==> src/psd_pkg.sv <==
// Package for the pitch salience decoder: sizes, row snapshot and config types,
// back-end states and the constant root table of the exp2 unit. No dependencies.
`default_nettype none
package psd_pkg;

    localparam int NUM_BINS    = 360;
    localparam int HALF_WINDOW = 4;
    localparam int WIN_LEN     = 2 * HALF_WINDOW + 1;

    localparam int SAL_W   = 16;
    localparam int PIDX_W  = $clog2(NUM_BINS);
    localparam int CNT_W   = $clog2(NUM_BINS + 1);
    localparam int FILL_W  = $clog2(HALF_WINDOW + 1);
    localparam int POS_W   = $clog2(NUM_BINS + HALF_WINDOW);
    localparam int WK_W    = $clog2(WIN_LEN);
    localparam int WSUM_W  = SAL_W + $clog2(WIN_LEN + 1);
    localparam int NUM_W   = SAL_W + POS_W + $clog2(WIN_LEN + 1);
    localparam int STEP_W  = 10;
    localparam int PROD_W  = STEP_W + NUM_W;
    localparam int DIVD_W  = PROD_W + 1;
    localparam int DCNT_W  = $clog2(DIVD_W + 1);
    localparam int CENT_W  = DIVD_W + 1;

    // One octave is 1200 cents, kept in 1/16 cent.
    localparam int OCTAVE      = 19200;
    localparam int OCT_SAT     = 9;
    localparam int CR_W        = 18;
    localparam int FRAC_BITS   = 20;
    localparam int FCNT_W      = 5;
    localparam int PITCH_SCALE = 160;
    localparam int PITCH_MAX   = 65535;

    // Octave fraction r * 2^20 / 19200 equals r * 4096 / 75; taken exactly as
    // r * ceil(2^34 / 75) >> 22 for any remainder below one octave.
    localparam int FRAC_RECIP  = 229064923;
    localparam int FRAC_SHIFT  = 22;

    // Register indexes of the configuration port.
    localparam logic [1:0] REG_THRESHOLD  = 2'd0;
    localparam logic [1:0] REG_CENTS_BASE = 2'd1;
    localparam logic [1:0] REG_CENTS_STEP = 2'd2;

    localparam logic [15:0] RST_THRESHOLD  = 16'd1966;
    localparam logic [15:0] RST_CENTS_BASE = 16'd31958;
    localparam logic [9:0]  RST_CENTS_STEP = 10'd320;

    typedef struct packed {
        logic [SAL_W-1:0]                 peak_value;
        logic [PIDX_W-1:0]                peak_index;
        logic [WIN_LEN-1:0][SAL_W-1:0]    window;
    } psd_row_t;

    typedef struct packed {
        logic [15:0]       threshold;
        logic [15:0]       cents_base;
        logic [STEP_W-1:0] cents_step;
    } psd_cfg_t;

    typedef enum logic [3:0] {
        B_IDLE, B_ACC, B_MUL, B_DIV, B_CENTS, B_OCT, B_FRAC,
        B_EXPM, B_EXPR, B_SCALE, B_FINAL, B_OUT
    } psd_back_state_t;

    // Floor square root of a 64-bit value, digit by digit.
    function automatic logic [63:0] isqrt64(input logic [63:0] x_in);
        logic [63:0] x;
        logic [63:0] res;
        logic [63:0] bitv;
        x    = x_in;
        res  = 64'd0;
        bitv = 64'd1 << 62;
        for (int i = 0; i < 32; i++)
        begin
            if (bitv != 64'd0 && x >= res + bitv)
            begin
                x   = x - (res + bitv);
                res = (res >> 1) + bitv;
            end
            else
            begin
                res = res >> 1;
            end
            bitv = bitv >> 2;
        end
        return res;
    endfunction

    // Repeated root of 2.0 in Q30: 2^(2^-k).
    function automatic logic [31:0] root_of(input int k);
        logic [63:0] t;
        t = 64'd2 << 30;
        for (int i = 0; i < k; i++)
        begin
            t = isqrt64(t << 30);
        end
        return t[31:0];
    endfunction

    localparam logic [31:0] ROOT_TAB [0:FRAC_BITS] = '{
        root_of(0),  root_of(1),  root_of(2),  root_of(3),  root_of(4),
        root_of(5),  root_of(6),  root_of(7),  root_of(8),  root_of(9),
        root_of(10), root_of(11), root_of(12), root_of(13), root_of(14),
        root_of(15), root_of(16), root_of(17), root_of(18), root_of(19),
        root_of(20)
    };

endpackage
`default_nettype wire

==> src/psd_front.sv <==
// Front end of the pitch salience decoder: peak tracking and window capture.
// Depends on psd_pkg; hands one row snapshot per row end to the queue.
`default_nettype none
module psd_front (
    input  wire logic                     clk,
    input  wire logic                     rst_n,
    input  wire logic                     in_valid,
    output logic                          in_ready,
    input  wire logic [15:0]              in_salience,
    input  wire logic                     in_last,
    output logic                          push,
    output psd_pkg::psd_row_t             push_row,
    input  wire logic                     queue_full
);
    import psd_pkg::*;

    logic [SAL_W-1:0]               peak_value_reg, peak_value_next;
    logic [PIDX_W-1:0]              peak_index_reg, peak_index_next;
    logic [CNT_W-1:0]               bin_counter_reg, bin_counter_next;
    logic [FILL_W-1:0]              fill_reg, fill_next;
    logic [HALF_WINDOW-1:0][SAL_W-1:0] recent_reg, recent_next;
    logic [WIN_LEN-1:0][SAL_W-1:0]  window_reg, window_next;
    logic [PIDX_W-1:0]              idx;
    logic                           in_row;
    logic                           accept;

    assign in_ready = !queue_full;
    assign accept   = in_valid && in_ready;
    assign in_row   = bin_counter_reg < CNT_W'(NUM_BINS);
    assign idx      = in_row ? bin_counter_reg[PIDX_W-1:0] : PIDX_W'(NUM_BINS - 1);

    // Next row state for the beat on the input.
    always_comb
    begin
        peak_value_next = peak_value_reg;
        peak_index_next = peak_index_reg;
        fill_next       = fill_reg;
        window_next     = window_reg;
        if (in_salience > peak_value_reg)
        begin
            peak_value_next = in_salience;
            peak_index_next = idx;
            for (int k = 0; k < WIN_LEN; k++)
            begin
                if (k < HALF_WINDOW)
                    window_next[k] = recent_reg[k];
                else if (k == HALF_WINDOW)
                    window_next[k] = in_salience;
                else
                    window_next[k] = '0;
            end
            fill_next = '0;
        end
        else if (fill_reg < FILL_W'(HALF_WINDOW) && in_row)
        begin
            for (int k = HALF_WINDOW + 1; k < WIN_LEN; k++)
            begin
                if (int'(fill_reg) == k - HALF_WINDOW - 1)
                    window_next[k] = in_salience;
            end
            fill_next = fill_reg + 1'b1;
        end
        for (int k = 0; k + 1 < HALF_WINDOW; k++)
            recent_next[k] = recent_reg[k + 1];
        recent_next[HALF_WINDOW-1] = in_salience;
        bin_counter_next = in_row ? bin_counter_reg + 1'b1 : bin_counter_reg;
    end

    assign push                = accept && in_last;
    assign push_row.peak_value = peak_value_next;
    assign push_row.peak_index = peak_index_next;
    assign push_row.window     = window_next;

    // Row state; cleared after the last bin of a row.
    always_ff @(posedge clk or negedge rst_n)
    begin
        if (!rst_n)
        begin
            peak_value_reg  <= '0;
            peak_index_reg  <= '0;
            bin_counter_reg <= '0;
            fill_reg        <= '0;
            recent_reg      <= '0;
            window_reg      <= '0;
        end
        else if (accept)
        begin
            if (in_last)
            begin
                peak_value_reg  <= '0;
                peak_index_reg  <= '0;
                bin_counter_reg <= '0;
                fill_reg        <= '0;
                recent_reg      <= '0;
                window_reg      <= '0;
            end
            else
            begin
                peak_value_reg  <= peak_value_next;
                peak_index_reg  <= peak_index_next;
                bin_counter_reg <= bin_counter_next;
                fill_reg        <= fill_next;
                recent_reg      <= recent_next;
                window_reg      <= window_next;
            end
        end
    end

endmodule
`default_nettype wire

==> config.mk <==
export PLATFORM = sky130hd
export DESIGN_NAME = psd_front
export DESIGN_NICKNAME = d
export VERILOG_FILES = /design/src/psd_pkg.sv /design/src/psd_front.sv
export SDC_FILE = /design/constraint.sdc
export NUM_CORES = 1
export LEC_CHECK = 0
export BUFFER_PORTS_ARGS = -buffer_cell sky130_fd_sc_hd__buf_2
export CORE_MARGIN = 3
export CORE_UTILIZATION = 35
export CTS_CLUSTER_SIZE = 28
export DETAILED_ROUTE_END_ITERATION = 12
export SYNTH_ARGS = -nofsm -noshare
export SYNTH_HDL_FRONTEND = slang
export SYNTH_SLANG_ARGS = --single-unit
==> constraint.sdc <==
create_clock -name clk -period 2.8 [get_ports clk]
set_input_delay 0.28 -clock clk [delete_from_list [all_inputs] [get_ports clk]]
set_output_delay 0.28 -clock clk [all_outputs]
set_load 0.01 [all_outputs]
---- Word level (Yosys, flattened, before mapping) ----
Index checks and enable logic that the tools add are counted.
word-level totals
  logic and storage cells ................. 53
  register bits after elaboration ......... 245
  bits of input ports ..................... 21
  output and inout port bits .............. 171
operators by class
  magnitude comparators ................... 3
  add/subtract/negate cells ............... 2
  eq/ne operators ......................... 3
  reduce and logical (&&, ||, !) cells .... 9
  mux-type cells .......................... 19
operator list
  operator                                                          count
  64-bit two-way mux                                                3
  144-bit two-way mux                                               1
  16-bit two-way mux                                                6
  80-bit two-way mux                                                1
  9-bit two-way mux                                                 5
  16-bit greater-than comparator                                    1
  9-bit by 1-bit adder with 9-bit output (second input constant)    1
  9-bit less-than comparator (second input constant)                1
  3-bit two-way mux                                                 3
  3-bit == test (second input constant)                             2
  2-bit AND reduction                                               2
  3-bit by 1-bit adder with 3-bit output (second input constant)    1
  3-bit by 2-bit == test with 1-bit output (second input constant)  1
  1-bit logical AND                                                 3
  3-bit zero test                                                   1
  3-bit less-than comparator (second input constant)                1
  3-bit nonzero test                                                1
  2-bit nonzero test                                                1
  1-bit zero test                                                   1

---- Longest topological paths before layout ----
  word-level depth ........................ 5
  mapped depth ............................ 12
  gate-level depth less buffers ........... 9

---- Least setup slack after synthesis ----
OpenSTA, ideal clock, no wires.
  kind .................................... register to output
  from .................................... reg peak_value_reg[13]
  to ...................................... out push_row[154] (netlist name)
  stages on the path, launching flop included .. 12
  arrival ................................. 2.436 ns
  buffers on the path ..................... 3
  data required time ...................... 2.520 ns
  setup slack ............................. 0.084 ns
  path through ............................ dfrtp_1 -> inv_1 -> ha_1 -> a211oi_2 -> o22ai_1 -> a31o_1 -> nor4_4 -> nor2_2 -> buf_6 -> buf_2 -> buf_2 -> o21ai_0
RTL lines
  element                   RTL line         text
  start: declaration        psd_front.sv:17  logic [SAL_W-1:0] peak_value_reg, peak_value_next;
  start signal: assignment  psd_front.sv:99  peak_value_reg <= peak_value_next;
  end: declaration          psd_front.sv:12  output psd_pkg::psd_row_t push_row,

==> metrics.txt <==
Max IR drop VDD=about 0.48 mV; Yosys Warn Count=0; outcome=finished, violations left; Netlist Area Pre-Place=12200 sq um; die height=~190 um; Yosys top cell by area=dfrtp_1; final instance area=17600 sq um; post-synthesis async set-or-reset flop share=1.00; routed len/inst=roughly 20 um; CP Capture Type=output pin; initial antenna violation count=0; Setup Skew=approximately 0.013 ns; area delta synth->final=44.7%; most frequent cells after synthesis=nand2_1 (549), dfrtp_1 (245), a22o_1 (158), a21oi_1 (77), clkbuf_1 (66); final-stage net count=1664; worst-margin pin slew=0.959 ns; CP Cell Sequence=inv_2 > ha_4 > nand4_1 > or3_4 > nor2_2 > nor2_4 > buf_12 > buf_12 > buf_8 > buf_12 > a21oi_2 > buf_2; Primary FF master, synth=dfrtp_1; first-pass GRT wire length=62700 um; CP arrival=3.13 ns; max layer used=met4; largest net degree at the start of global routing=slightly below 80; clk_lat worst skew=0.54 ns; DRT antenna net count=0; ANT cells=0; routability cong.=0.899; CP peak stage delay=0.45 ns; Core Footprint=33900 sq um; Synth area leaders=dfrtp_1 (50%), nand2_1 (17%), a22o_1 (11%); Iter 0 DRT Violations=1001; Synth cell types=between 40 and 50; Pwr per Cell Area=702 nW/um^2; setup ws final=-0.610 ns; Hold Crit Class=in2reg; Crit Path Class=reg2out; GRT Util Overall=0.214; met1 WL=18900 um; relative max-transition margin=0.359; grt ovf=0; wire length on met2=20500 um; LEAKAGE=just under 9 nW; Die Wd=192 um; syn_nets=1424; fin. max-slew vios=0; RSZ-0062 raised after global routing=true; failing checks=setup timing; CP max-delay cell=or3_4; DRC=0; Post-DP HPWL=26500 um; MaxCap Viol Count=0; CTS tree=yes; Clock Path Buffers=3; most numerous cell in the Yosys netlist=nand2_1; Seq/Total Area, Yosys=0.504; Vias=11400; Routed met3 length=2420 um; Highest Clock Rate=293 MHz; share of layout cells above drive strength 1=0.356; Syn Area/Cell=8.81 sq um; CP required=about 2.5 ns; number of synthesized flops with an enable pin=0; CTS Buf Count=28; post-synthesis register bit count=245; count of final setup violators=264; Final min period=between 3 and 4 ns; fin util=0.520; max reg flops=144; final WL=43000 um; htree depth=1; top cell type's share of synthesized area=0.504; Cell Rows=67; IO Pins=192; Via density=5.47; Final period util=1.22; I/O Buffers=around 190; Initial DRT Pass Iterations=7; initial core utilization=0.359; TritonCTS Sinks=245; vias in the first global route=10800; Clk pin slew, worst setup/hold paths=0.06 ns; Synth Instances=1381; worst-path fanout max=13; CP dominant cell by count=buf_12; dpl cell area=14000 sq um; Final Hold Fails=0; Root Buffer=clkbuf_16; die area=37000 sq um; crit path launch type=register
==> logic make-up after synthesis <==
kind of cell | count (synthesis) | synth area share
compound gates | 305 | 0.185
xor+xnor | 4 | 0.00288
fa+ha+maj | 22 | 0.0226
buf+inv | 131 | 0.0488
flops | 245 | 0.504
simple gates | 674 | 0.236
==> critical path, delay by kind of cell, from the launching register on <==
family	cells	cell delay [ns]
compound gates	1	0.11
fa+ha+maj	1	0.26
buf+inv	6	0.77
flops	1	0.39
simple gates	4	1.05
==> per-stage QoR <==
stage                     hold WS, ns  power [W]  setup TNS [ns]  setup slack, ns  cells
after floorplan               -0.0156    0.00560               0           0.0836   1381
after global placement          0.334    0.00680           -3.19           -0.147   1980
after detailed placement        0.340    0.00682           -9.72           -0.181   1980
after CTS                       0.259     0.0115          -73.72           -0.527   2053
after global routing            0.316     0.0129         -124.32           -0.689   2090
final                           0.309     0.0124         -106.22           -0.610   2090
==> where the power goes <==
group | switching, W | total, W | internal [W]
clock network | 0.00153 | 0.00408 | 0.00255
registers | 0.000302 | 0.00415 | 0.00385
logic | 0.00228 | 0.00413 | 0.00186
==> layer usage <==
| layer | vias up | global-route usage |
|---|---|---|
| li1 | 5169 | - |
| met1 | 5753 | 0.304 |
| met2 | 431 | 0.345 |
| met3 | 78 | 0.0287 |
| met4 | 0 | 0.0538 |
| met5 | - | 0 |
==> cells in the final DEF (no fill, tap or decap), types with 6 or more instances in the layout <==
| cell | count |
|---|---|
| nand3b_1 | 48 |
| clkbuf_16 | 41 |
| nand2_1 | 446 |
| buf_4 | 61 |
| a22o_1 | 158 |
| nand2_2 | 53 |
| nor2b_1 | 16 |
| inv_1 | 12 |
| buf_6 | 71 |
| buf_2 | 127 |
| nor3_1 | 8 |
| ha_1 | 12 |
| a21oi_2 | 35 |
| nor2_1 | 24 |
| ha_4 | 10 |
| a21oi_1 | 20 |
| buf_8 | 8 |
| dfrtp_1 | 245 |
| o21ai_0 | 23 |
| bufinv_16 | 6 |
| o21ai_4 | 7 |
| o21ai_2 | 11 |
| a21oi_4 | 23 |
| nand2_4 | 50 |
| buf_12 | 35 |
| inv_2 | 7 |
==> area by class of cell <==
type / count / area, sq um
multi-input combinational: 1006 / 6650
clock inverter: 14 / 229
timing repair buffer: 320 / 3160
tap: 448 / 561
clock buffer: 37 / 796
fill: 2978 / 16300
inverter: 20 / 75.1
sequential: 245 / 6130
==> path summary, 6_finish.rpt <==
| check | from | endpoint | slack [ns] | cells past startpoint |
|---|---|---|---|---|
| setup / recovery | peak_value_reg[12] | push_row[112] | -0.61 | 12 |
| hold / removal | queue_full | fill_reg[0] | 0.31 | 4 |
| setup reg to reg | peak_value_reg[12] | window_reg[12] | -0.28 | 13 |
| hold reg to reg | window_reg[39] | window_reg[39] | 0.49 | 1 |
| max in group asynchronous | rst_n | window_reg[6] | 1.54 | 3 |
| min in group asynchronous | rst_n | window_reg[55] | 0.34 | 2 |
==> timing repair <==
item | CTS | global route
resized for setup | 152 | 256
setup buffers | 14 | 25
hold buffers | 1 | 0
cloned | 8 | 14
endpoints found under the hold margin | 72 | 0
pin swaps | 38 | 56
setup endpoints to repair | 228 | 287
Note: power is estimated with default switching activity, not from simulation.
