<file path="src/psd_pkg.sv">
// Package for the pitch salience decoder: sizes, row snapshot and config types,
// back-end states and the constant root table of the exp2 unit. No dependencies.
`default_nettype none
package psd_pkg;

    localparam int NUM_BINS    = 360;
    localparam int HALF_WINDOW = 4;
    localparam int WIN_LEN     = 2 * HALF_WINDOW + 1;

    localparam int SAL_W   = 16;
    localparam int PIDX_W  = $clog2(NUM_BINS);
    localparam int CNT_W   = $clog2(NUM_BINS + 1);
    localparam int FILL_W  = $clog2(HALF_WINDOW + 1);
    localparam int POS_W   = $clog2(NUM_BINS + HALF_WINDOW);
    localparam int WK_W    = $clog2(WIN_LEN);
    localparam int WSUM_W  = SAL_W + $clog2(WIN_LEN + 1);
    localparam int NUM_W   = SAL_W + POS_W + $clog2(WIN_LEN + 1);
    localparam int STEP_W  = 10;
    localparam int PROD_W  = STEP_W + NUM_W;
    localparam int DIVD_W  = PROD_W + 1;
    localparam int DCNT_W  = $clog2(DIVD_W + 1);
    localparam int CENT_W  = DIVD_W + 1;

    // One octave is 1200 cents, kept in 1/16 cent.
    localparam int OCTAVE      = 19200;
    localparam int OCT_SAT     = 9;
    localparam int CR_W        = 18;
    localparam int FRAC_BITS   = 20;
    localparam int FCNT_W      = 5;
    localparam int PITCH_SCALE = 160;
    localparam int PITCH_MAX   = 65535;

    // Octave fraction r * 2^20 / 19200 equals r * 4096 / 75; taken exactly as
    // r * ceil(2^34 / 75) >> 22 for any remainder below one octave.
    localparam int FRAC_RECIP  = 229064923;
    localparam int FRAC_SHIFT  = 22;

    // Register indexes of the configuration port.
    localparam logic [1:0] REG_THRESHOLD  = 2'd0;
    localparam logic [1:0] REG_CENTS_BASE = 2'd1;
    localparam logic [1:0] REG_CENTS_STEP = 2'd2;

    localparam logic [15:0] RST_THRESHOLD  = 16'd1966;
    localparam logic [15:0] RST_CENTS_BASE = 16'd31958;
    localparam logic [9:0]  RST_CENTS_STEP = 10'd320;

    typedef struct packed {
        logic [SAL_W-1:0]                 peak_value;
        logic [PIDX_W-1:0]                peak_index;
        logic [WIN_LEN-1:0][SAL_W-1:0]    window;
    } psd_row_t;

    typedef struct packed {
        logic [15:0]       threshold;
        logic [15:0]       cents_base;
        logic [STEP_W-1:0] cents_step;
    } psd_cfg_t;

    typedef enum logic [3:0] {
        B_IDLE, B_ACC, B_MUL, B_DIV, B_CENTS, B_OCT, B_FRAC,
        B_EXPM, B_EXPR, B_SCALE, B_FINAL, B_OUT
    } psd_back_state_t;

    // Floor square root of a 64-bit value, digit by digit.
    function automatic logic [63:0] isqrt64(input logic [63:0] x_in);
        logic [63:0] x;
        logic [63:0] res;
        logic [63:0] bitv;
        x    = x_in;
        res  = 64'd0;
        bitv = 64'd1 << 62;
        for (int i = 0; i < 32; i++)
        begin
            if (bitv != 64'd0 && x >= res + bitv)
            begin
                x   = x - (res + bitv);
                res = (res >> 1) + bitv;
            end
            else
            begin
                res = res >> 1;
            end
            bitv = bitv >> 2;
        end
        return res;
    endfunction

    // Repeated root of 2.0 in Q30: 2^(2^-k).
    function automatic logic [31:0] root_of(input int k);
        logic [63:0] t;
        t = 64'd2 << 30;
        for (int i = 0; i < k; i++)
        begin
            t = isqrt64(t << 30);
        end
        return t[31:0];
    endfunction

    localparam logic [31:0] ROOT_TAB [0:FRAC_BITS] = '{
        root_of(0),  root_of(1),  root_of(2),  root_of(3),  root_of(4),
        root_of(5),  root_of(6),  root_of(7),  root_of(8),  root_of(9),
        root_of(10), root_of(11), root_of(12), root_of(13), root_of(14),
        root_of(15), root_of(16), root_of(17), root_of(18), root_of(19),
        root_of(20)
    };

endpackage
`default_nettype wire

</file>
<file path="src/psd_back.sv">
// Back end of the pitch salience decoder: weighted mean, divider, octave split,
// exp2 by root products and the output register. Depends on psd_pkg.
`default_nettype none
module psd_back (
    input  wire logic          clk,
    input  wire logic          rst_n,
    input  psd_pkg::psd_cfg_t  cfg,
    input  wire logic          row_valid,
    input  psd_pkg::psd_row_t  row_in,
    output logic               row_pop,
    output logic               out_valid,
    input  wire logic          out_ready,
    output logic [15:0]        out_pitch,
    output logic               out_voiced
);
    import psd_pkg::*;

    psd_back_state_t     state_reg, state_next;
    psd_row_t            row_reg, row_next;
    logic [WK_W-1:0]     k_reg, k_next;
    logic [NUM_W-1:0]    num_reg, num_next;
    logic [WSUM_W-1:0]   wsum_reg, wsum_next;
    logic [63:0]         prod_reg, prod_next;
    logic [DIVD_W-1:0]   dvd_reg, dvd_next;
    logic [WSUM_W-1:0]   rem_reg, rem_next;
    logic [DCNT_W-1:0]   dcnt_reg, dcnt_next;
    logic [CR_W-1:0]     cr_reg, cr_next;
    logic [3:0]          oct_reg, oct_next;
    logic [FRAC_BITS-1:0] frac_reg, frac_next;
    logic [FCNT_W-1:0]   fk_reg, fk_next;
    logic [31:0]         mant_reg, mant_next;
    logic [15:0]         res_pitch_reg, res_pitch_next;
    logic                res_voiced_reg, res_voiced_next;
    logic                out_valid_reg, out_valid_next;
    logic [15:0]         out_pitch_reg, out_pitch_next;
    logic                out_voiced_reg, out_voiced_next;

    logic [WSUM_W:0]     rem_sh;
    logic [CENT_W-1:0]   cents;
    logic [63:0]         scaled;
    int                  pos_i;

    assign out_valid  = out_valid_reg;
    assign out_pitch  = out_pitch_reg;
    assign out_voiced = out_voiced_reg;

    // Sequencer for one row.
    always_comb
    begin
        state_next      = state_reg;
        row_next        = row_reg;
        k_next          = k_reg;
        num_next        = num_reg;
        wsum_next       = wsum_reg;
        prod_next       = prod_reg;
        dvd_next        = dvd_reg;
        rem_next        = rem_reg;
        dcnt_next       = dcnt_reg;
        cr_next         = cr_reg;
        oct_next        = oct_reg;
        frac_next       = frac_reg;
        fk_next         = fk_reg;
        mant_next       = mant_reg;
        res_pitch_next  = res_pitch_reg;
        res_voiced_next = res_voiced_reg;
        out_valid_next  = out_valid_reg && !out_ready;
        out_pitch_next  = out_pitch_reg;
        out_voiced_next = out_voiced_reg;
        row_pop         = 1'b0;
        rem_sh          = {rem_reg, dvd_reg[DIVD_W-1]};
        cents           = CENT_W'(cfg.cents_base) + CENT_W'(dvd_reg);
        scaled          = (prod_reg << oct_reg) + (64'd1 << 29);
        pos_i           = int'(row_reg.peak_index) + int'(k_reg) - HALF_WINDOW;

        case (state_reg)
            B_IDLE:
            begin
                if (row_valid)
                begin
                    row_pop    = 1'b1;
                    row_next   = row_in;
                    k_next     = '0;
                    num_next   = '0;
                    wsum_next  = '0;
                    state_next = B_ACC;
                end
            end
            // One window bin per cycle into the weighted and plain sums.
            B_ACC:
            begin
                if (pos_i >= 0)
                begin
                    num_next = num_reg + NUM_W'(row_reg.window[k_reg] * POS_W'(pos_i));
                    wsum_next = wsum_reg + WSUM_W'(row_reg.window[k_reg]);
                end
                k_next = k_reg + 1'b1;
                if (k_reg == WK_W'(WIN_LEN - 1))
                    state_next = B_MUL;
            end
            B_MUL:
            begin
                if (row_reg.peak_value > cfg.threshold && wsum_reg != '0)
                begin
                    prod_next  = 64'(cfg.cents_step * num_reg);
                    state_next = B_DIV;
                    dvd_next   = DIVD_W'(64'(cfg.cents_step * num_reg))
                                 + DIVD_W'(wsum_reg >> 1);
                    rem_next   = '0;
                    dcnt_next  = '0;
                end
                else
                begin
                    res_pitch_next  = '0;
                    res_voiced_next = 1'b0;
                    state_next      = B_OUT;
                end
            end
            // Restoring division, one quotient bit per cycle.
            B_DIV:
            begin
                if (rem_sh >= {1'b0, wsum_reg})
                begin
                    rem_next = WSUM_W'(rem_sh - {1'b0, wsum_reg});
                    dvd_next = {dvd_reg[DIVD_W-2:0], 1'b1};
                end
                else
                begin
                    rem_next = rem_sh[WSUM_W-1:0];
                    dvd_next = {dvd_reg[DIVD_W-2:0], 1'b0};
                end
                dcnt_next = dcnt_reg + 1'b1;
                if (dcnt_reg == DCNT_W'(DIVD_W - 1))
                    state_next = B_CENTS;
            end
            B_CENTS:
            begin
                if (cents == '0)
                begin
                    res_pitch_next  = '0;
                    res_voiced_next = 1'b0;
                    state_next      = B_OUT;
                end
                else if (cents >= CENT_W'(OCT_SAT * OCTAVE))
                begin
                    res_pitch_next  = 16'(PITCH_MAX);
                    res_voiced_next = 1'b1;
                    state_next      = B_OUT;
                end
                else
                begin
                    cr_next    = cents[CR_W-1:0];
                    oct_next   = '0;
                    state_next = B_OCT;
                end
            end
            // Octave count by repeated subtraction.
            B_OCT:
            begin
                if (cr_reg >= CR_W'(OCTAVE))
                begin
                    cr_next  = cr_reg - CR_W'(OCTAVE);
                    oct_next = oct_reg + 1'b1;
                end
                else
                begin
                    frac_next  = '0;
                    fk_next    = '0;
                    state_next = B_FRAC;
                end
            end
            // Fraction of an octave by reciprocal multiplication.
            B_FRAC:
            begin
                frac_next  = FRAC_BITS'((64'(cr_reg) * 64'(FRAC_RECIP)) >> FRAC_SHIFT);
                fk_next    = FCNT_W'(1);
                mant_next  = 32'd1 << 30;
                state_next = B_EXPM;
            end
            // Multiply in the root of each set fraction bit, MSB first.
            B_EXPM:
            begin
                if (frac_reg[FRAC_BITS-1])
                begin
                    prod_next  = 64'(mant_reg) * 64'(ROOT_TAB[fk_reg]);
                    state_next = B_EXPR;
                end
                else
                begin
                    frac_next = frac_reg << 1;
                    fk_next   = fk_reg + 1'b1;
                    if (fk_reg == FCNT_W'(FRAC_BITS))
                        state_next = B_SCALE;
                end
            end
            B_EXPR:
            begin
                mant_next  = 32'((prod_reg + (64'd1 << 29)) >> 30);
                frac_next  = frac_reg << 1;
                fk_next    = fk_reg + 1'b1;
                state_next = (fk_reg == FCNT_W'(FRAC_BITS)) ? B_SCALE : B_EXPM;
            end
            B_SCALE:
            begin
                prod_next  = 64'(mant_reg) * 64'(PITCH_SCALE);
                state_next = B_FINAL;
            end
            B_FINAL:
            begin
                if ((scaled >> 30) > 64'(PITCH_MAX))
                    res_pitch_next = 16'(PITCH_MAX);
                else
                    res_pitch_next = scaled[45:30];
                res_voiced_next = 1'b1;
                state_next      = B_OUT;
            end
            // Hand the result to the output register once it is free.
            B_OUT:
            begin
                if (!out_valid_reg || out_ready)
                begin
                    out_valid_next  = 1'b1;
                    out_pitch_next  = res_pitch_reg;
                    out_voiced_next = res_voiced_reg;
                    state_next      = B_IDLE;
                end
            end
            default:
            begin
                state_next = B_IDLE;
            end
        endcase
    end

    // Control state.
    always_ff @(posedge clk or negedge rst_n)
    begin
        if (!rst_n)
        begin
            state_reg     <= B_IDLE;
            out_valid_reg <= 1'b0;
        end
        else
        begin
            state_reg     <= state_next;
            out_valid_reg <= out_valid_next;
        end
    end

    // Datapath registers.
    always_ff @(posedge clk)
    begin
        row_reg        <= row_next;
        k_reg          <= k_next;
        num_reg        <= num_next;
        wsum_reg       <= wsum_next;
        prod_reg       <= prod_next;
        dvd_reg        <= dvd_next;
        rem_reg        <= rem_next;
        dcnt_reg       <= dcnt_next;
        cr_reg         <= cr_next;
        oct_reg        <= oct_next;
        frac_reg       <= frac_next;
        fk_reg         <= fk_next;
        mant_reg       <= mant_next;
        res_pitch_reg  <= res_pitch_next;
        res_voiced_reg <= res_voiced_next;
        out_pitch_reg  <= out_pitch_next;
        out_voiced_reg <= out_voiced_next;
    end

endmodule
`default_nettype wire
</file>
<file path="config.mk">
export PLATFORM = sky130hd
export DESIGN_NAME = psd_back
export DESIGN_NICKNAME = d
export VERILOG_FILES = /design/src/psd_pkg.sv /design/src/psd_back.sv
export SDC_FILE = /design/constraint.sdc
export NUM_CORES = 2
export LEC_CHECK = 0
export ABC_CLOCK_PERIOD_IN_PS = 10600
export BUFFER_PORTS_ARGS = -buffer_cell sky130_fd_sc_hd__buf_2
export CAP_MARGIN = 20
export CELL_PAD_IN_SITES_DETAIL_PLACEMENT = 0
export CELL_PAD_IN_SITES_GLOBAL_PLACEMENT = 2
export CORE_MARGIN = 4
export CORE_UTILIZATION = 43
export CTS_BUF_LIST = sky130_fd_sc_hd__clkbuf_2 sky130_fd_sc_hd__clkbuf_4 sky130_fd_sc_hd__clkbuf_8
export CTS_CLUSTER_SIZE = 16
export DETAILED_ROUTE_END_ITERATION = 16
export PLACE_DENSITY = 0.81
export SYNTH_ARGS = -nofsm -noshare
export SYNTH_HDL_FRONTEND = slang
export SYNTH_SLANG_ARGS = --single-unit
</file>
<file path="constraint.sdc">
create_clock -name clk -period 10.6 [get_ports clk]
set_input_delay 1.59 -clock clk [delete_from_list [all_inputs] [get_ports clk]]
set_output_delay 1.59 -clock clk [all_outputs]
set_load 0.05 [all_outputs]
</file>
==> Yosys cells after proc, flatten, opt, wreduce, memory -nomap -nowiden <==
Memories as Yosys holds them, arrays and structs flattened.
Cells that the tools add are included.
{ "word_totals": {"ff_bits": 470, "mem_bits_ro": 1024, "inputBits": 215, "output_inout_bits": 19, "elab_cells": 178, "memories": 1} }
{ "classes": {"add_sub_neg": 14, "multipliers": 5, "magnitude_cmp": 8, "n_eq_ne": 29, "shift": 1, "n_mux": 63, "bitwise_logic": 1, "reduce_logical": 26} }
{ "memory_table": {"columns": ["memory", "depth", "width", "read_ports", "rd_clocked_by_memory_dff", "write_ports", "line_no", "text"], "rows": [
  ["(name not given)", 32, 32, 1, 0, 0, "psd_back.sv:184", "prod_next = 64'(mant_reg) * 64'(ROOT_TAB[fk_reg]);"]
]} }
{ "op_table": {"columns": ["operator", "count"], "rows": [
  ["$pmux W64 S3", 1],
  ["$mux W64", 2],
  ["$mux W20", 6],
  ["$mux W16", 5],
  ["$pmux W20 S2", 2],
  ["$pmux W20 S4", 1],
  ["$pmux W40 S2", 1],
  ["$add A64 B30 Y64 const B", 1],
  ["$bmux W16 S4", 1],
  ["$mul A32 B32 Y64", 1],
  ["$mux W32", 2],
  ["$pmux W32 S2", 1],
  ["$shl A64 B4 Y64", 1],
  ["$add A62 B30 Y62 const B", 1],
  ["$mux W4", 15],
  ["$mux W29", 2],
  ["$pmux W29 S2", 1],
  ["$mux W18", 3],
  ["$pmux W16 S3", 1],
  ["$pmux W4 S12", 1],
  ["$mul A18 B28 Y42 const B", 1],
  ["$add A16 B40 Y41", 1],
  ["$ge A41 B18 Y1 const B", 1],
  ["$logic_not A41 Y1", 1],
  ["other kinds (50)", 94]
]} }

==> Depth between registers and ports, before layout <==
{ "depth": {"word_depth": 7, "ltp_mapped": 35} }

==> Worst setup path after synthesis <==
OpenSTA, ideal clock, no wires.
{ "synth_timing": {"path_type": "register -> register", "start": "register fk_reg[0]", "end": "register prod_reg[63], data pin", "arrival_time_ns": 9.129, "required_ns": 10.465, "path_slack_ns": 1.336, "path_stages_with_launch": 32, "path_buffers": 3, "synth_period_minus_slack_ns": 9.264, "path_cell_list": "edfxtp_1 clkbuf_1 inv_1 ha_1 nor2b_1 clkbuf_1 o21ai_0 o21ai_0 o21ai_0 clkbuf_1 and2_1 fa_1 fa_1 fa_1 inv_1 fa_1 inv_1 fa_1 fa_1 fa_1 fa_1 ha_1 and3_1 nand4_1 or4_1 o21ai_0 a21oi_1 o21a_1 o31ai_1 a21oi_1 or3_1 nand3_1"} }
{ "synth_between": {"elab_chain_cells": 7} }
{ "synth_rtl": {"columns": ["item", "line_no", "text"], "rows": [
  ["start: declaration", "psd_back.sv:30", "logic [FCNT_W-1:0] fk_reg, fk_next;"],
  ["start signal: assignment", "psd_back.sv:263", "fk_reg <= fk_next;"],
  ["$not A5 Y6 (not written as such)", "psd_back.sv:184", null],
  ["$mem_v2 Z32 W32", null, null],
  ["$mux W32 (not written as such) (2 in a row)", "psd_back.sv:184", null],
  ["$mul A32 B32 Y64", "psd_back.sv:184", null],
  ["$mux W64", "psd_back.sv:182", "if (frac_reg[FRAC_BITS-1])"],
  ["$pmux W64 S3", "psd_back.sv:75", "case (state_reg)"],
  ["net prod_next[63]", "psd_back.sv:23", "logic [63:0] prod_reg, prod_next;"],
  ["end signal: assignment", "psd_back.sv:256", "prod_reg <= prod_next;"],
  ["end: declaration", "psd_back.sv:23", null]
]} }
The timed path passes the listed nets, and every way through them passes these cells. The select of a mux whose other input is x is not followed.
A chain may end at the register's enable or synchronous reset.

==> Final worst setup path <==
{ "layout_timing": {"start": "register fk_reg[0]", "end": "register prod_reg[49], data pin"} }
Same word-level chain as after synthesis.

==> impl_metrics.tcl <==
set metrics [dict create \
    yosys.area_share.simple_pct 15.6 \
    rows 160 \
    drive_gt1_share_pct 8.63 \
    io_pins 234 \
    slowest_delay_ns 0.83 \
    synthCells 8464 \
    synth.cell_area_um2 82300 \
    cts_max_level 3 \
    reg2reg_depth 29 \
    grt_pass1_vias 64731 \
    die_w_um 446 \
    clock_latency_ns 0.78 \
    slew_viol_final 0 \
    setup_violations 0 \
    cp-endpoint "prod_reg[49]" \
    syn_avg_cell_area_um2 9.73 \
    synth_edf_count 451 \
    synthXorXnorAreaFrac_pct 3.07 \
    grt_pass1_wl_um 384000 \
    cts_tree "built" \
    vias 60302 \
    start_kind "register" \
    drt-total-wl_um 245000 \
    wl_per_cell_um 21.9 \
    post_cts_resized 0 \
    cts_sinks 456 \
    crit_slowest_cell "o31ai_1" \
    arrival_ns 10.60 \
    cts_made_buffers 80 \
    antenna_found_initial 25 \
    synth_compound_area_share_pct 7.46 \
    reg2reg_to "prod_reg[49]" \
    largest_reg_flops 169 \
    synthMuxAreaShare_pct 3.69 \
    fill_cells 18283 \
    detail_route.first_pass.iterations 5 \
    numPortBuffers 233 \
    min_from "res_pitch_reg[10]" \
    finalNetCount 10938 \
    grt.total_usage_pct 25.0 \
    cts_buffer_depth 3 \
    final-hold-violation-count 0 \
    fin_tns_setup_ns 0 \
    synth_seq_area_share_pct 16.6 \
    drtIter0Drc 3837 \
    tightest_slew_ns 1.16 \
    die_y_um 446 \
    crit_fanout 11 \
    period_minus_slack_ns 10.11 \
    dp_hpwl_um 198000 \
    ys.flop_type "edfxtp_1" \
    synthArstFlopShare_pct 1.10 \
    wl_met1_um 110000 \
    required_ns 11.09 \
    core_area_um2 190000 \
    wl_met3_um 13500 \
    rrSetupSlack_ns 0.49 \
    syn-num-nets 10812 \
    grt_max_degree 78 \
    grt_overflow 0 \
    root_buffer "clkbuf_8" \
    hold_depth 0 \
    critical_path_class "reg2reg" \
    r2r_start "fk_reg[0]" \
    die-area_um2 199000 \
    finalCritPeriodShare_pct 95.4 \
    yosysUniqueCellTypes 88 \
    routed.top_layer "met5" \
    synth_top_family_by_area "adder cells" \
    critPathMostFrequentCell "fa_1" \
    ys_warn_count 0 \
    rsz0062_at_grt "false" \
    hold_buffers 0 \
    drtAntennaViolNets 0 \
    skew_ns 0.0554 \
    cts.reportedPaths.clkPinSlew_ns 0.07 \
    hp-class "reg2reg" \
    areaGrowthSynthToFinish_pct 7.55 \
    gp_congestion 0.928 \
    status "completed" \
    ys_ff_latch 456 \
    max_cap_viol_count 0 \
    worstSetupEndpointType "register" \
    post-cts-setup-buffers 0 \
    drc_errors 0 \
    cp-startpoint "fk_reg[0]" \
    met2_length_um 116000 \
    start_util_pct 43.3 \
    fmax_ghz 0.0989 \
    routed_via_density 5.40 \
    slew_headroom_pct 22.4 \
    synthAdderAreaFrac_pct 44.8 \
]
-- per-layer routing --
layer	global-route usage (%)	up-vias
li1	-	27414
met1	35.1	31078
met3	3.40	287
met2	41.5	1511
met5	0	-
met4	5.29	12
-- logic make-up after synthesis --
family                   count (synthesis)
buffers and inverters                 1888
flip-flops                             456
multiplexers                           179
XOR/XNOR                               289
AO/OA/AOI/OAI                          948
adder cells (fa/ha/maj)               2133
AND/OR/NAND/NOR                       2571
-- area by class of cell --
cell class                 count  area [µm²]  area share (%)
timing repair buffer         433        2770            3.12
clock buffer                  98        1240            1.40
antenna                       11        27.5          0.0311
multi-input combinational   6120       61700            69.7
tap                         2511        3140            3.55
clock inverter                45         345           0.390
sequential                   456       13700            15.4
inverter                    1499        5630            6.36
-- through the flow --
step | setup WS, ns | hold slack [ns] | cell area, µm² | std cells | util [%]
after floorplan | 1.34 | 0.400 | 82300 | 8464 | -
after global placement | 0.472 | 0.406 | 86900 | 11016 | 45.7
after detailed placement | 0.394 | 0.405 | 86900 | 11017 | 45.7
after CTS | 0.359 | 0.406 | 88500 | 11160 | 46.5
after global routing | 0.0872 | 0.423 | 88500 | 11170 | 46.6
final | 0.493 | 0.414 | 88500 | 11173 | 46.6
-- how the worst min path moves through the flow --
stage,to
3_3_place_gp,out_voiced
5_1_grt,out_pitch[8]
4_1_cts,out_pitch[7]
3_5_place_dp,out_pitch[0]
2_1_floorplan,out_pitch[0]
6_report,out_pitch[10]
-- synthesized netlist by cell type, types with 15 or more instances --
cell	instances	share of area [%]
ha_1	771	12
mux2i_1	69	0.84
nand3_1	91	0.55
o211ai_1	27	0.25
o21a_1	41	0.37
nor2_1	345	1.6
buf_1	15	0.068
a2111oi_0	15	0.16
a21o_1	102	0.93
and2_1	630	4.8
xor2_1	116	1.2
o31ai_1	20	0.18
and4_1	18	0.19
nand4_1	42	0.32
inv_1	1496	6.8
edfxtp_1	451	16
nor4_1	22	0.17
a21oi_1	247	1.5
nor2b_1	164	1.2
nand2_1	920	4.2
and3_1	120	0.91
or2_2	23	0.17
mux4_2	80	2.2
a31oi_1	31	0.24
mux2_2	16	0.22
o21ai_0	214	1.3
clkbuf_1	353	1.6
a211oi_1	34	0.31
fa_1	1362	33
o21bai_1	28	0.26
or3_1	30	0.23
xnor2_1	173	1.8
nor3_1	65	0.40
nand2b_1	54	0.41
-- cell usage in the layout, fill, tap and decap left out, types with 27 or more instances in the layout --
master    count
mux4_2       80
nand2_1     917
nand2b_1     54
xor2_1      116
buf_2       233
nand3_1      91
o21ai_0     205
or3_1        30
o21bai_1     28
edfxtp_1    451
nor2b_1     162
and2_1      630
fa_1       1362
buf_4       192
o211ai_1     27
a211oi_1     32
o21a_1       40
a31oi_1      31
clkbuf_8     81
nor3_1       63
xnor2_1     173
and3_1      120
nand4_1      42
mux2i_1      69
nor2_1      336
ha_1        771
a21o_1      102
inv_1      1495
a21oi_1     238
-- worst max-delay path, delay by kind of cell, from the launching register on --
family	cells	cell delay (ns)
flip-flops	1	0.45
multiplexers	1	0.27
AND/OR/NAND/NOR	5	1.23
buffers and inverters	4	0.60
adder cells (fa/ha/maj)	10	4.65
AO/OA/AOI/OAI	9	2.65
Power is left out: the tool's default activity adds up to more than one toggle a clock period on the data nets, which glitch-free logic cannot reach.
