## src/psd_pkg.sv

```systemverilog
// Package for the pitch salience decoder: sizes, row snapshot and config types,
// back-end states and the constant root table of the exp2 unit. No dependencies.
`default_nettype none
package psd_pkg;

    localparam int NUM_BINS    = 360;
    localparam int HALF_WINDOW = 4;
    localparam int WIN_LEN     = 2 * HALF_WINDOW + 1;

    localparam int SAL_W   = 16;
    localparam int PIDX_W  = $clog2(NUM_BINS);
    localparam int CNT_W   = $clog2(NUM_BINS + 1);
    localparam int FILL_W  = $clog2(HALF_WINDOW + 1);
    localparam int POS_W   = $clog2(NUM_BINS + HALF_WINDOW);
    localparam int WK_W    = $clog2(WIN_LEN);
    localparam int WSUM_W  = SAL_W + $clog2(WIN_LEN + 1);
    localparam int NUM_W   = SAL_W + POS_W + $clog2(WIN_LEN + 1);
    localparam int STEP_W  = 10;
    localparam int PROD_W  = STEP_W + NUM_W;
    localparam int DIVD_W  = PROD_W + 1;
    localparam int DCNT_W  = $clog2(DIVD_W + 1);
    localparam int CENT_W  = DIVD_W + 1;

    // One octave is 1200 cents, kept in 1/16 cent.
    localparam int OCTAVE      = 19200;
    localparam int OCT_SAT     = 9;
    localparam int CR_W        = 18;
    localparam int FRAC_BITS   = 20;
    localparam int FCNT_W      = 5;
    localparam int PITCH_SCALE = 160;
    localparam int PITCH_MAX   = 65535;

    // Octave fraction r * 2^20 / 19200 equals r * 4096 / 75; taken exactly as
    // r * ceil(2^34 / 75) >> 22 for any remainder below one octave.
    localparam int FRAC_RECIP  = 229064923;
    localparam int FRAC_SHIFT  = 22;

    // Register indexes of the configuration port.
    localparam logic [1:0] REG_THRESHOLD  = 2'd0;
    localparam logic [1:0] REG_CENTS_BASE = 2'd1;
    localparam logic [1:0] REG_CENTS_STEP = 2'd2;

    localparam logic [15:0] RST_THRESHOLD  = 16'd1966;
    localparam logic [15:0] RST_CENTS_BASE = 16'd31958;
    localparam logic [9:0]  RST_CENTS_STEP = 10'd320;

    typedef struct packed {
        logic [SAL_W-1:0]                 peak_value;
        logic [PIDX_W-1:0]                peak_index;
        logic [WIN_LEN-1:0][SAL_W-1:0]    window;
    } psd_row_t;

    typedef struct packed {
        logic [15:0]       threshold;
        logic [15:0]       cents_base;
        logic [STEP_W-1:0] cents_step;
    } psd_cfg_t;

    typedef enum logic [3:0] {
        B_IDLE, B_ACC, B_MUL, B_DIV, B_CENTS, B_OCT, B_FRAC,
        B_EXPM, B_EXPR, B_SCALE, B_FINAL, B_OUT
    } psd_back_state_t;

    // Floor square root of a 64-bit value, digit by digit.
    function automatic logic [63:0] isqrt64(input logic [63:0] x_in);
        logic [63:0] x;
        logic [63:0] res;
        logic [63:0] bitv;
        x    = x_in;
        res  = 64'd0;
        bitv = 64'd1 << 62;
        for (int i = 0; i < 32; i++)
        begin
            if (bitv != 64'd0 && x >= res + bitv)
            begin
                x   = x - (res + bitv);
                res = (res >> 1) + bitv;
            end
            else
            begin
                res = res >> 1;
            end
            bitv = bitv >> 2;
        end
        return res;
    endfunction

    // Repeated root of 2.0 in Q30: 2^(2^-k).
    function automatic logic [31:0] root_of(input int k);
        logic [63:0] t;
        t = 64'd2 << 30;
        for (int i = 0; i < k; i++)
        begin
            t = isqrt64(t << 30);
        end
        return t[31:0];
    endfunction

    localparam logic [31:0] ROOT_TAB [0:FRAC_BITS] = '{
        root_of(0),  root_of(1),  root_of(2),  root_of(3),  root_of(4),
        root_of(5),  root_of(6),  root_of(7),  root_of(8),  root_of(9),
        root_of(10), root_of(11), root_of(12), root_of(13), root_of(14),
        root_of(15), root_of(16), root_of(17), root_of(18), root_of(19),
        root_of(20)
    };

endpackage
`default_nettype wire

```

## src/psd_queue.sv

```systemverilog
// Two-entry queue of row snapshots between front and back end.
// Depends on psd_pkg for the snapshot type.
`default_nettype none
module psd_queue (
    input  wire logic          clk,
    input  wire logic          rst_n,
    input  wire logic          push,
    input  psd_pkg::psd_row_t  push_row,
    output logic               full,
    input  wire logic          pop,
    output logic               not_empty,
    output psd_pkg::psd_row_t  pop_row
);
    import psd_pkg::*;

    psd_row_t    entry_reg [2];
    logic        wr_ptr_reg;
    logic        rd_ptr_reg;
    logic [1:0]  count_reg;

    assign full      = count_reg == 2'd2;
    assign not_empty = count_reg != 2'd0;
    assign pop_row   = entry_reg[rd_ptr_reg];

    // Storage is written only at the write pointer.
    always_ff @(posedge clk)
    begin
        if (push)
            entry_reg[wr_ptr_reg] <= push_row;
    end

    // Pointers and fill count.
    always_ff @(posedge clk or negedge rst_n)
    begin
        if (!rst_n)
        begin
            wr_ptr_reg <= 1'b0;
            rd_ptr_reg <= 1'b0;
            count_reg  <= 2'd0;
        end
        else
        begin
            if (push)
                wr_ptr_reg <= !wr_ptr_reg;
            if (pop)
                rd_ptr_reg <= !rd_ptr_reg;
            if (push && !pop)
                count_reg <= count_reg + 2'd1;
            else if (pop && !push)
                count_reg <= count_reg - 2'd1;
        end
    end

endmodule
`default_nettype wire

```

## config.mk

```make
export PLATFORM = sky130hd
export DESIGN_NAME = psd_queue
export DESIGN_NICKNAME = d
export VERILOG_FILES = /design/src/psd_pkg.sv /design/src/psd_queue.sv
export SDC_FILE = /design/constraint.sdc
export NUM_CORES = 1
export LEC_CHECK = 0
export BUFFER_PORTS_ARGS = -buffer_cell sky130_fd_sc_hd__buf_2
export CORE_ASPECT_RATIO = 1.75
export CORE_MARGIN = 5
export CORE_UTILIZATION = 50
export CTS_CLUSTER_DIAMETER = 60
export DETAILED_ROUTE_END_ITERATION = 6
export GPL_TIMING_DRIVEN = 0
export MAX_ROUTING_LAYER = met4
export PLACE_DENSITY = 0.77
export SYNTH_ARGS = -nofsm -noshare
export SYNTH_HDL_FRONTEND = slang
export SYNTH_SLANG_ARGS = --single-unit
```

## constraint.sdc

```tcl
create_clock -name clk -period 16.2 [get_ports clk]
set_input_delay 4.86 -clock clk [delete_from_list [all_inputs] [get_ports clk]]
set_output_delay 4.86 -clock clk [all_outputs]
set_load 0.005 [all_outputs]
```

Word level (Yosys, flattened, before mapping):

Memories as Yosys holds them, arrays and structs flattened.
Index checks and enable logic that the tools add are counted.
W data, S select, Z words.

* flip-flop bits (word level): 4
* memory bits (writable): 338
* input port bits: 173
* output and inout bits: 171
* memories kept: 1

Memories
* entry_reg: words 2, bits a word 169, read ports 1, clocked after memory_dff 0, write ports 1, RTL line psd_queue.sv:16 `psd_row_t entry_reg [2];`

* add/sub/neg operators: 2
* equal/unequal tests: 1
* mux-type cells: 4
* reduce and logical (&&, ||, !) cells: 8

Operators by type and width (number)
* $logic_not A1 Y1: 4
* $mux W2: 2
* $reduce_bool A2 Y1: 2
* $add A2 B1 Y2 const B: 1
* $eq A2 B2 Y1 const B: 1
* $logic_and A1 B1 Y1: 2
* $mux W1: 2
* $sub A2 B1 Y2 const B: 1

Depth between registers and ports, before layout:

Gate-level depths: netlist (run 1).

* word-level depth: 4
* depth in mapped cells: 5
* depth with buffers taken out: 5

Least setup slack after synthesis (run 1):

OpenSTA, ideal clock, no wires.

* path type: input to register
* start: input port push
* end: memory entry_reg[0][0] (netlist name), enable pin
* arrival time: 12.159 ns
* path slack: 3.320 ns
* stages on the path: 1
* path buffers: 0
* cell sequence: nor2b_1

* longest elaborated chain between the ends: 2

Ends and longest elaborated chain
* start, declared: RTL line psd_queue.sv:7 `input wire logic push,`
* $mux W1: RTL line psd_queue.sv:28 `if (push)`
* $mux W1 (not written as such): RTL line psd_queue.sv:29 `entry_reg[wr_ptr_reg] <= push_row;`
* end, declared: RTL line psd_queue.sv:16

No other way between the ends.

==> flow_metrics.py, run 1 <==
metrics = {
    "run_status": {
        "outcome": "finished clean",
    },
    "synth": {
        "synth_commonest_cells": "edfxtp_1 (338), mux2_4 (100), mux2_2 (69), buf_6 (12), buf_2 (7)",
        "syn_avg_cell_area_um2": 23.6,
        "yosys.area.top_type": "edfxtp_1",
        "ys_ff_latch": 342,
        "netlist_area_um2": 12800,
        "synth_cells": 542,
        "synth-edff-count": 338,
        "yosys.area.top_type_share_pct": 79.4,
        "synth_area_leaders": "edfxtp_1 (79%), mux2_4 (12%), mux2_2 (6.1%)",
        "synth_warnings": 0,
        "async_flop_share_pct": 1.17,
        "ys.flop_type": "edfxtp_1",
        "ys_seq_area_share_pct": 80.2,
        "syn_nets": 716,
        "synth.distinct_cells": 14,
        "yosysMostFrequentCell": "edfxtp_1",
    },
    "cells_and_area": {
        "fill_cells": 1775,
        "multi_input_area_um2": 2370,
        "largest_reg_flops": 338,
        "syn2layout_area_growth_pct": 26.0,
        "fin_nets": 1098,
        "drive_above_1_share_pct": 62.1,
        "seqCellArea_um2": 10200,
    },
    "floorplan": {
        "rows": 77,
        "die_area_um2": 29000,
        "die_width_um": 131,
        "fp.coreArea_um2": 25200,
        "initial_utilization_pct": 50.7,
        "die_h_um": 222,
        "io_pins": 344,
    },
    "placed_design": {
        "pre_cts_ws_ps": 9690,
        "globalplace.congestion": 0.791,
        "dp_hpwl_um": 19000,
        "io_buffers": 343,
    },
    "sta": {
        "worstMarginPinSlew_ps": 650,
        "layout_min_cycle_time_ps": 6770,
        "maxSlewViolCount": 0,
        "hold_viol": 0,
        "rsz0062_at_grt": "false",
        "setup-violations-final": 0,
        "fin_worst_skew_ps": 27.2,
        "fmax_ghz": 0.148,
        "holdWs_ps": 518,
        "fin_ws_ps": 9430,
        "slew_headroom_pct": 56.7,
        "finalCritPeriodShare_pct": 41.8,
    },
    "hold_path": {
        "hold_depth": 1,
        "hp-start": "count_reg[1]",
        "hp-class": "reg2reg",
        "min_to": "count_reg[1]",
    },
    "worst_setup_path": {
        "r2r_cells": 4,
        "worstReg2RegEnd": "entry_reg[0][91]",
        "worstSetupPathType": "reg2out",
        "cp-end-kind": "primary output",
        "crit_fanout": 10,
        "reg2reg_from": "wr_ptr_reg",
        "rrSetupSlack_ps": 14240,
        "startpoint_type": "register",
        "cp.arrival_ps": 1910,
        "cp_data_required_time_ps": 11340,
    },
    "clock_network": {
        "clock-root-buffer": "clkbuf_16",
        "clk_path_buf_depth": 3,
        "post_cts_buffers": 0,
        "cts.sinks": 342,
        "cts_buffers": 29,
        "cts.reportedPaths.clkPinSlew_ps": 60,
        "cts_tree": "built",
        "clkLatencyLatePin_ps": 550,
        "htreeDepth": 1,
        "cts_resized": 0,
        "holdBufCountCts": 0,
    },
    "global_routing": {
        "grt_max_degree": 67,
        "grt-ovfl-total": 0,
        "antenna_found_initial": 5,
        "grt_pass1_vias": 6883,
        "grt_usage_pct": 18.4,
        "grt_first_pass_wirelength_um": 39100,
    },
    "power_and_ir_drop": {
        "p_leak_nw": 6.39,
        "sw_frac_of_total_pct": 26.4,
        "pwr_density_cell_nw_per_um2": 172,
        "seqPwrFrac_pct": 43.6,
        "p_clk_share_pct": 26.1,
        "p_int_mw": 2.04,
        "p_comb_share_pct": 30.3,
        "p_total_mw": 2.78,
        "switchingPower_mw": 0.733,
        "ir_drop_mv": 0.128,
    },
    "drt": {
        "first_pass_iters": 4,
        "vias_per_cell": 5.03,
        "drtAntennaViolNets": 0,
        "drt-wirelength-per-cell_um": 20.8,
        "first_iter_violations": 396,
        "wirelength_um": 26400,
        "drc": 0,
        "via_count": 6377,
    },
    "run": {
        "drv_cap": 0,
    },
}
[cell usage in the layout (no fill, tap or decap)]
master,synthesis,final
edfxtp_1,338,338
xor2_1,4,4
buf_16,0,3
or2_2,1,1
inv_1,1,1
buf_6,12,12
clkinv_4,0,2
inv_6,0,1
clkinv_2,0,7
nor2b_4,0,1
clkbuf_1,0,4
clkinv_1,0,4
nor2_1,1,1
buf_2,7,350
diode_2,0,5
and2_4,0,1
ha_1,1,1
xnor2_1,1,1
nor2b_1,2,1
buf_12,0,5
mux2_2,69,69
clkbuf_16,0,29
mux2_4,100,100
clkinvlp_4,0,1
dfrtp_1,4,4
bufinv_16,0,6
[per-stage QoR]
step / std cells / area (um2) / TNS, ps / utilization (%)
after global placement: 1201 / 14900 / -150630 / 59.0
after global routing: 1268 / 16100 / 0 / 63.8
after detailed placement: 1209 / 15100 / 0 / 59.8
final: 1268 / 16100 / 0 / 63.8
after floorplan: 542 / 12800 / 0 / -
after CTS: 1263 / 16100 / 0 / 63.8
[routing by layer]
layer  share of wire [%]  vias up  GRT usage, %  routed length (um)
li1                    -     2936             -                   -
met1                  32     3159          18.5                8540
met5                   0        -             -                   0
met4                 3.2        0          6.91                 840
met2                  58      235          34.1               15200
met3                 6.7       47          3.64                1780
[worst max-delay path by stage]
| stage | to | cells past startpoint | startpoint | slack, ps |
|---|---|---|---|---|
| 2_1_floorplan | entry_reg[0][0] | 1 | push | 3320 |
| 3_3_place_gp | entry_reg[0][111] | 2 | push | -910 |
| 3_5_place_dp | entry_reg[0][143] | 5 | push | 9690 |
| 4_1_cts | pop_row[95] | 5 | rd_ptr_reg | 9340 |
| 5_1_grt | pop_row[83] | 5 | rd_ptr_reg | 9310 |
| 6_report | pop_row[83] | 5 | rd_ptr_reg | 9430 |
[final cells by class]
type / instances / area share (%)
antenna: 5 / 0.0777
buffer: 19 / 1.06
clock buffer: 33 / 4.60
clock inverter: 21 / 1.64
inverter: 1 / 0.0233
multi-input combinational: 180 / 14.7
sequential: 342 / 63.6
tap: 316 / 2.45
timing repair buffer: 351 / 11.8
[critical path, cell delays in order, from the launching register on]
cell	delay [ps]
dfrtp_1	340
buf_6	130
buf_6	210
buf_6	210
mux2_4	320
buf_2	130
[power by group through the flow]
stage	registers, mW	logic, mW	clock network (mW)
final	1.21	0.842	0.724
after CTS	1.21	0.863	0.741
after global placement	1.29	0.818	0
after global routing	1.23	0.902	0.781
after floorplan	1.26	0.511	0
after detailed placement	1.23	0.858	0
[logic make-up after synthesis]
group	count (synthesis)	share of synthesized area, %
simple gates	5	0.225
flops	342	80.2
fa+ha+maj	1	0.0978
xor+xnor	5	0.342
buf+inv	20	1.36
mux	169	17.8
(Power assumes the default switching activity.)
==> run 2, diff against run 1 <==
Settings changed: CORE_UTILIZATION 50 to 47, PLACE_DENSITY 0.77 to 0.75.
Clock period 16.2 ns to 5.8 ns, I/O delays scaled along.
==> run 2 against run 1 <==
Wire length decreased by 1.8%. Sequential power increased to 2.8 times the previous value. Sequential share of layout area decreased by 0.13 points. Via count about the same. Non-clock buffer count increased by 1. Combinational power increased to 2.8 times the previous value. Count of clock-buffer cells in the layout decreased by 2. Design area increased by 0.21%. Critical path depth unchanged. Critical path type unchanged.
==> flow_metrics.py, run 2 (synthesis gave the netlist of run 1 again) <==
metrics = {
    "cells_and_area": {
        "syn2layout_area_growth_pct": 26.2,
        "largest_reg_flops": 338,
        "final_area_um2": 16100,
        "mostFrequentLayoutCell": "buf_2",
        "drive_above_1_share_pct": 62.0,
        "mostFrequentLayoutCells": "buf_2 (350), edfxtp_1 (338), mux2_4 (100)",
        "fin_nets": 1099,
    },
    "placed_design": {
        "io_buffers": 343,
        "pre_cts_ws_ps": 2390,
        "dp_hpwl_um": 19000,
        "globalplace.congestion": 0.754,
        "place_area_um2": 15100,
    },
    "worst_setup_path": {
        "cp_data_required_time_ps": 4060,
        "r2r_cells": 3,
        "cp.arrival_ps": 1920,
        "worstReg2RegEnd": "entry_reg[1][78]",
        "startpoint_type": "register",
        "rrSetupSlack_ps": 3840,
        "cp-end-kind": "primary output",
        "worstSetupPathType": "reg2out",
        "reg2reg_from": "wr_ptr_reg",
        "crit_fanout": 10,
    },
    "global_routing": {
        "grt_max_degree": 53,
        "grt_usage_pct": 17.0,
        "grt-ovfl-total": 0,
        "antenna_found_initial": 11,
        "grt_first_pass_wirelength_um": 39000,
        "grt_pass1_vias": 6991,
    },
    "drt": {
        "drt-wirelength-per-cell_um": 20.2,
        "first_pass_iters": 4,
        "first_iter_violations": 284,
        "drtAntennaViolNets": 0,
        "drc": 0,
        "wirelength_um": 25900,
        "vias_per_cell": 4.95,
        "via_count": 6371,
    },
    "floorplan": {
        "initial_utilization_pct": 47.3,
        "die_width_um": 135,
        "die_area_um2": 30700,
        "io_pins": 344,
        "fp.coreArea_um2": 27000,
        "die_h_um": 228,
        "rows": 80,
    },
    "clock_network": {
        "cts_resized": 0,
        "cts_buffers": 29,
        "post_cts_buffers": 0,
        "htreeDepth": 1,
        "clk_path_buf_depth": 3,
        "cts_tree": "built",
        "holdBufCountCts": 0,
        "clkLatencyLatePin_ps": 550,
        "cts.sinks": 342,
        "clock-root-buffer": "clkbuf_16",
        "cts.reportedPaths.clkPinSlew_ps": 60,
    },
    "power_and_ir_drop": {
        "ir_drop_mv": 0.329,
        "p_leak_nw": 6.38,
        "p_total_mw": 7.74,
        "pwr_density_cell_nw_per_um2": 479,
    },
    "sta": {
        "worstMarginPinSlew_ps": 750,
        "fin_ws_ps": 2140,
        "layout_min_cycle_time_ps": 3660,
        "holdWs_ps": 490,
        "setup-violations-final": 0,
        "maxSlewViolCount": 0,
        "hold_viol": 0,
        "slew_headroom_pct": 49.9,
        "fmax_ghz": 0.273,
        "finalCritPeriodShare_pct": 63.1,
        "rsz0062_at_grt": "false",
        "fin_worst_skew_ps": 8.40,
    },
    "hold_path": {
        "hold_depth": 1,
        "hp-start": "count_reg[1]",
        "min_to": "count_reg[1]",
        "hp-class": "reg2reg",
    },
    "run_status": {
        "outcome": "finished clean",
    },
    "run": {
        "drv_cap": 0,
    },
}
run 2: changes by cell type in the layout (fill, tap and decap cells not counted):
cell / before / now
clkinv_2: 7 / 6
clkinvlp_4: 1 / 2
inv_6: 1 / 0
clkinv_1: 4 / 7
clkinv_4: 2 / 1
clkbuf_1: 4 / 2
buf_16: 3 / 2
buf_12: 5 / 7
diode_2: 5 / 12
run 2: layout make-up:
class | instances | area [um2]
diodes | 12 | 30.0
plain buffers | 19 | 170
clock buffers | 31 | 733
clock inverters | 22 | 260
fillers | 2027 | 10900
inverters | 1 | 3.75
multi-input cells | 180 | 2370
flip-flops and latches | 342 | 10200
well taps | 328 | 410
repair buffers | 352 | 1910
run 2: power breakdown:
part / internal [mW] / leakage (nW) / switching (mW)
Clock: 1.18 / 0.483 / 0.831
Sequential: 3.27 / 3.22 / 0.109
Combinational: 1.25 / 2.68 / 1.09
Total: 5.71 / 6.38 / 2.03
run 2: worst max-delay path: stages (launching register included):
cell	delay, ps
dfrtp_1	340
buf_6	140
buf_6	210
buf_6	220
mux2_4	310
buf_2	140
run 2: how the worst max path moves through the flow:
stage | startpoint | slack, ps | endpoint | cells past startpoint
6_report | rd_ptr_reg | 2140 | pop_row[140] | 5
5_1_grt | rd_ptr_reg | 2040 | pop_row[139] | 5
4_1_cts | rd_ptr_reg | 2060 | pop_row[132] | 5
3_5_place_dp | push | 2390 | entry_reg[1][79] | 4
3_3_place_gp | push | -440 | entry_reg[0][74] | 2
2_1_floorplan | push | 1090 | entry_reg[0][0] | 1
run 2: through the flow:
step                      TNS (ps)  utilization, %  std cells
after floorplan                  0               -        542
final                            0            59.7       1287
after global routing             0            59.7       1286
after global placement      -71750            55.2       1213
after CTS                        0            59.6       1275
after detailed placement         0            55.9       1222
run 2: per-layer routing:
| layer | track usage [%] | routed length [um] | share of wire, % |
|---|---|---|---|
| met2 | 31.9 | 14800 | 57 |
| met5 | - | 0 | 0 |
| met1 | 16.6 | 8360 | 32 |
| met4 | 7.04 | 960 | 3.7 |
| met3 | 3.84 | 1860 | 7.2 |
==> run 3, diff against run 2 <==
Settings changed: ABC_AREA set to 1.
Clock period 5.8 ns to 3 ns, I/O delays scaled along.
==> run 3 against run 2 <==
Flip-flop and latch count unchanged. Hold slack got worse by 350 ps. Cell count increased by 3.8%. Synthesized area increased by 0.14%. Global-route usage decreased by 0.47 points. Register-to-register slack lost 2600 ps. Utilization shrank 0.33 points. Wire length down 1.4%. Sequential power is 93% higher. Setup slack got worse by 1900 ps. Design area decreased by 0.19%. Synthesized cell count grew 1.7%. Critical path type unchanged. Largest cell class unchanged.
==> flow_metrics.py, run 3 <==
metrics = {
    "floorplan": {
        "die_area_um2": 30800,
        "io_pins": 344,
        "initial_utilization_pct": 47.2,
        "fp.coreArea_um2": 27100,
        "die_width_um": 135,
        "die_h_um": 228,
        "rows": 80,
    },
    "power_and_ir_drop": {
        "ir_drop_mv": 0.621,
        "p_comb_share_pct": 31.6,
        "p_clk_share_pct": 23.1,
        "p_leak_nw": 6.35,
        "switchingPower_mw": 3.90,
        "seqPwrFrac_pct": 45.2,
        "sw_frac_of_total_pct": 27.0,
        "p_int_mw": 10.5,
        "pwr_density_cell_nw_per_um2": 896,
    },
    "synth": {
        "ys_ff_latch": 342,
        "ys_seq_area_share_pct": 80.0,
        "syn_nets": 725,
        "synth_warnings": 0,
        "syn_avg_cell_area_um2": 23.2,
        "yosys.area.top_type_share_pct": 79.3,
        "synth-edff-count": 338,
        "yosys.area.top_type": "edfxtp_1",
        "ys.flop_type": "edfxtp_1",
        "synth_area_leaders": "edfxtp_1 (79%), mux2_4 (12%), mux2_2 (6.1%)",
        "async_flop_share_pct": 1.17,
        "synth_cells": 551,
        "yosysMostFrequentCell": "edfxtp_1",
        "synth.distinct_cells": 14,
        "synth_commonest_cells": "edfxtp_1 (338), mux2_4 (100), mux2_2 (69), buf_6 (12)",
        "netlist_area_um2": 12800,
    },
    "clock_network": {
        "clock-root-buffer": "clkbuf_16",
        "htreeDepth": 1,
        "cts_resized": 0,
        "holdBufCountCts": 0,
        "cts_tree": "built",
        "post_cts_buffers": 0,
        "cts.sinks": 342,
        "cts.reportedPaths.clkPinSlew_ps": 60,
        "cts_buffers": 29,
        "clk_path_buf_depth": 3,
        "clkLatencyLatePin_ps": 550,
    },
    "sta": {
        "finalCritPeriodShare_pct": 93.0,
        "worstMarginPinSlew_ps": 398,
        "fmax_ghz": 0.358,
        "maxSlewViolCount": 0,
        "fin_worst_skew_ps": 14.5,
        "rsz0062_at_grt": "false",
        "layout_min_cycle_time_ps": 2790,
        "setup-violations-final": 0,
        "fin_ws_ps": 209,
        "slew_headroom_pct": 73.4,
        "hold_viol": 0,
    },
    "cells_and_area": {
        "finalNonFillerCells": 1336,
        "mostFrequentLayoutCell": "buf_2",
        "drive_above_1_share_pct": 61.2,
        "mostFrequentLayoutCells": "buf_2 (350), edfxtp_1 (338), mux2_4 (100)",
        "largest_reg_flops": 338,
        "fin_nets": 1110,
        "final_area_um2": 16100,
        "syn2layout_area_growth_pct": 25.8,
    },
    "drt": {
        "via_count": 6432,
        "drt-wirelength-per-cell_um": 19.1,
        "first_iter_violations": 345,
        "vias_per_cell": 4.81,
        "drc": 0,
        "wirelength_um": 25600,
        "met2_length_um": 14800,
        "drtAntennaViolNets": 0,
        "first_pass_iters": 4,
        "met1_length_um": 8090,
        "wl_met3_um": 1810,
        "top_layer_used": "met4",
    },
    "worst_setup_path": {
        "cp_data_required_time_ps": 2100,
        "cp-end-kind": "primary output",
        "crit_fanout": 10,
        "cp.arrival_ps": 1890,
        "worstSetupPathType": "reg2out",
        "startpoint_type": "register",
    },
    "placed_design": {
        "pre_cts_ws_ps": 551,
        "dp_hpwl_um": 18900,
        "placed_cells": 1274,
        "io_buffers": 343,
        "place_area_um2": 15300,
        "globalplace.congestion": 0.766,
    },
    "global_routing": {
        "grt_max_degree": 40,
        "antenna_found_initial": 11,
        "grt_usage_pct": 16.6,
        "grt-ovfl-total": 0,
        "grt_pass1_vias": 6950,
        "grt_first_pass_wirelength_um": 37700,
    },
    "run_status": {
        "outcome": "finished clean",
    },
    "run": {
        "drv_cap": 0,
    },
    "hold_path": {
        "hp-class": "in2async",
    },
}
run 3: cell types whose count changed after synthesis, sizes merged:
cell / previous run / this run
and2: 1 / 0
inv: 1 / 7
nand2: 0 / 6
nand3: 0 / 1
nand4: 0 / 1
nor2: 1 / 2
nor2b: 2 / 0
or2: 1 / 0
xor2: 4 / 2
run 3: final timing paths:
kind	startpoint	end	slack (ps)	cells past startpoint
max	rd_ptr_reg	pop_row[100]	210	5
min	rst_n	count_reg[0]	140	1
max reg2reg	wr_ptr_reg	entry_reg[1][139]	1210	4
min reg2reg	count_reg[1]	count_reg[1]	470	2
max in group asynchronous	rst_n	count_reg[1]	2740	1
min in group clk	count_reg[1]	count_reg[1]	470	2
run 3: power groups by stage:
| stage | clock network [mW] | logic, mW | registers, mW |
|---|---|---|---|
| detailed placement | 0 | 4.67 | 6.65 |
| global route | 3.64 | 4.89 | 6.61 |
| finish | 3.34 | 4.57 | 6.53 |
| floorplan | 0 | 2.77 | 6.67 |
| global placement | 0 | 4.42 | 6.75 |
| CTS | 3.45 | 4.69 | 6.54 |
run 3: metal layers:
| metal | GRT usage [%] | vias up |
|---|---|---|
| met5 | - | - |
| met4 | 7.68 | 0 |
| met3 | 4.16 | 54 |
| met2 | 31.4 | 236 |
| met1 | 15.0 | 3163 |
| li1 | - | 2979 |
run 3: cell type report:
type | count | area, um2
Sequential cell | 342 | 10200
Fill cell | 2032 | 11000
Clock buffer | 34 | 744
Timing Repair Buffer | 354 | 1940
Antenna cell | 11 | 27.5
Clock inverter | 17 | 90.1
Inverter | 7 | 42.5
Tap cell | 369 | 462
Buffer | 19 | 170
Multi-Input combinational cell | 183 | 2380
run 3: through the flow:
stage               hold WS (ps)  total power [mW]  util [%]  TNS, ps
floorplan                    442              9.45         -  -282210
global placement             470              11.2      55.4  -844070
detailed placement           466              11.3      56.2        0
CTS                          110              14.7      59.3        0
global route                 113              15.1      59.4        0
finish                       141              14.4      59.4        0
run 3: kinds of logic after synthesis:
group / count (synthesis) / synth area share (%)
mux: 169 / 17.8
simple gates: 10 / 0.322
xor+xnor: 3 / 0.205
buf+inv: 26 / 1.53
fa+ha+maj: 1 / 0.0977
flops: 342 / 80.0
run 3: worst max-delay path: stages, from the launching register on:
cell and delay, ps:
dfrtp_1 340, buf_6 130, buf_6 190, buf_6 210
mux2_4 310, buf_2 150
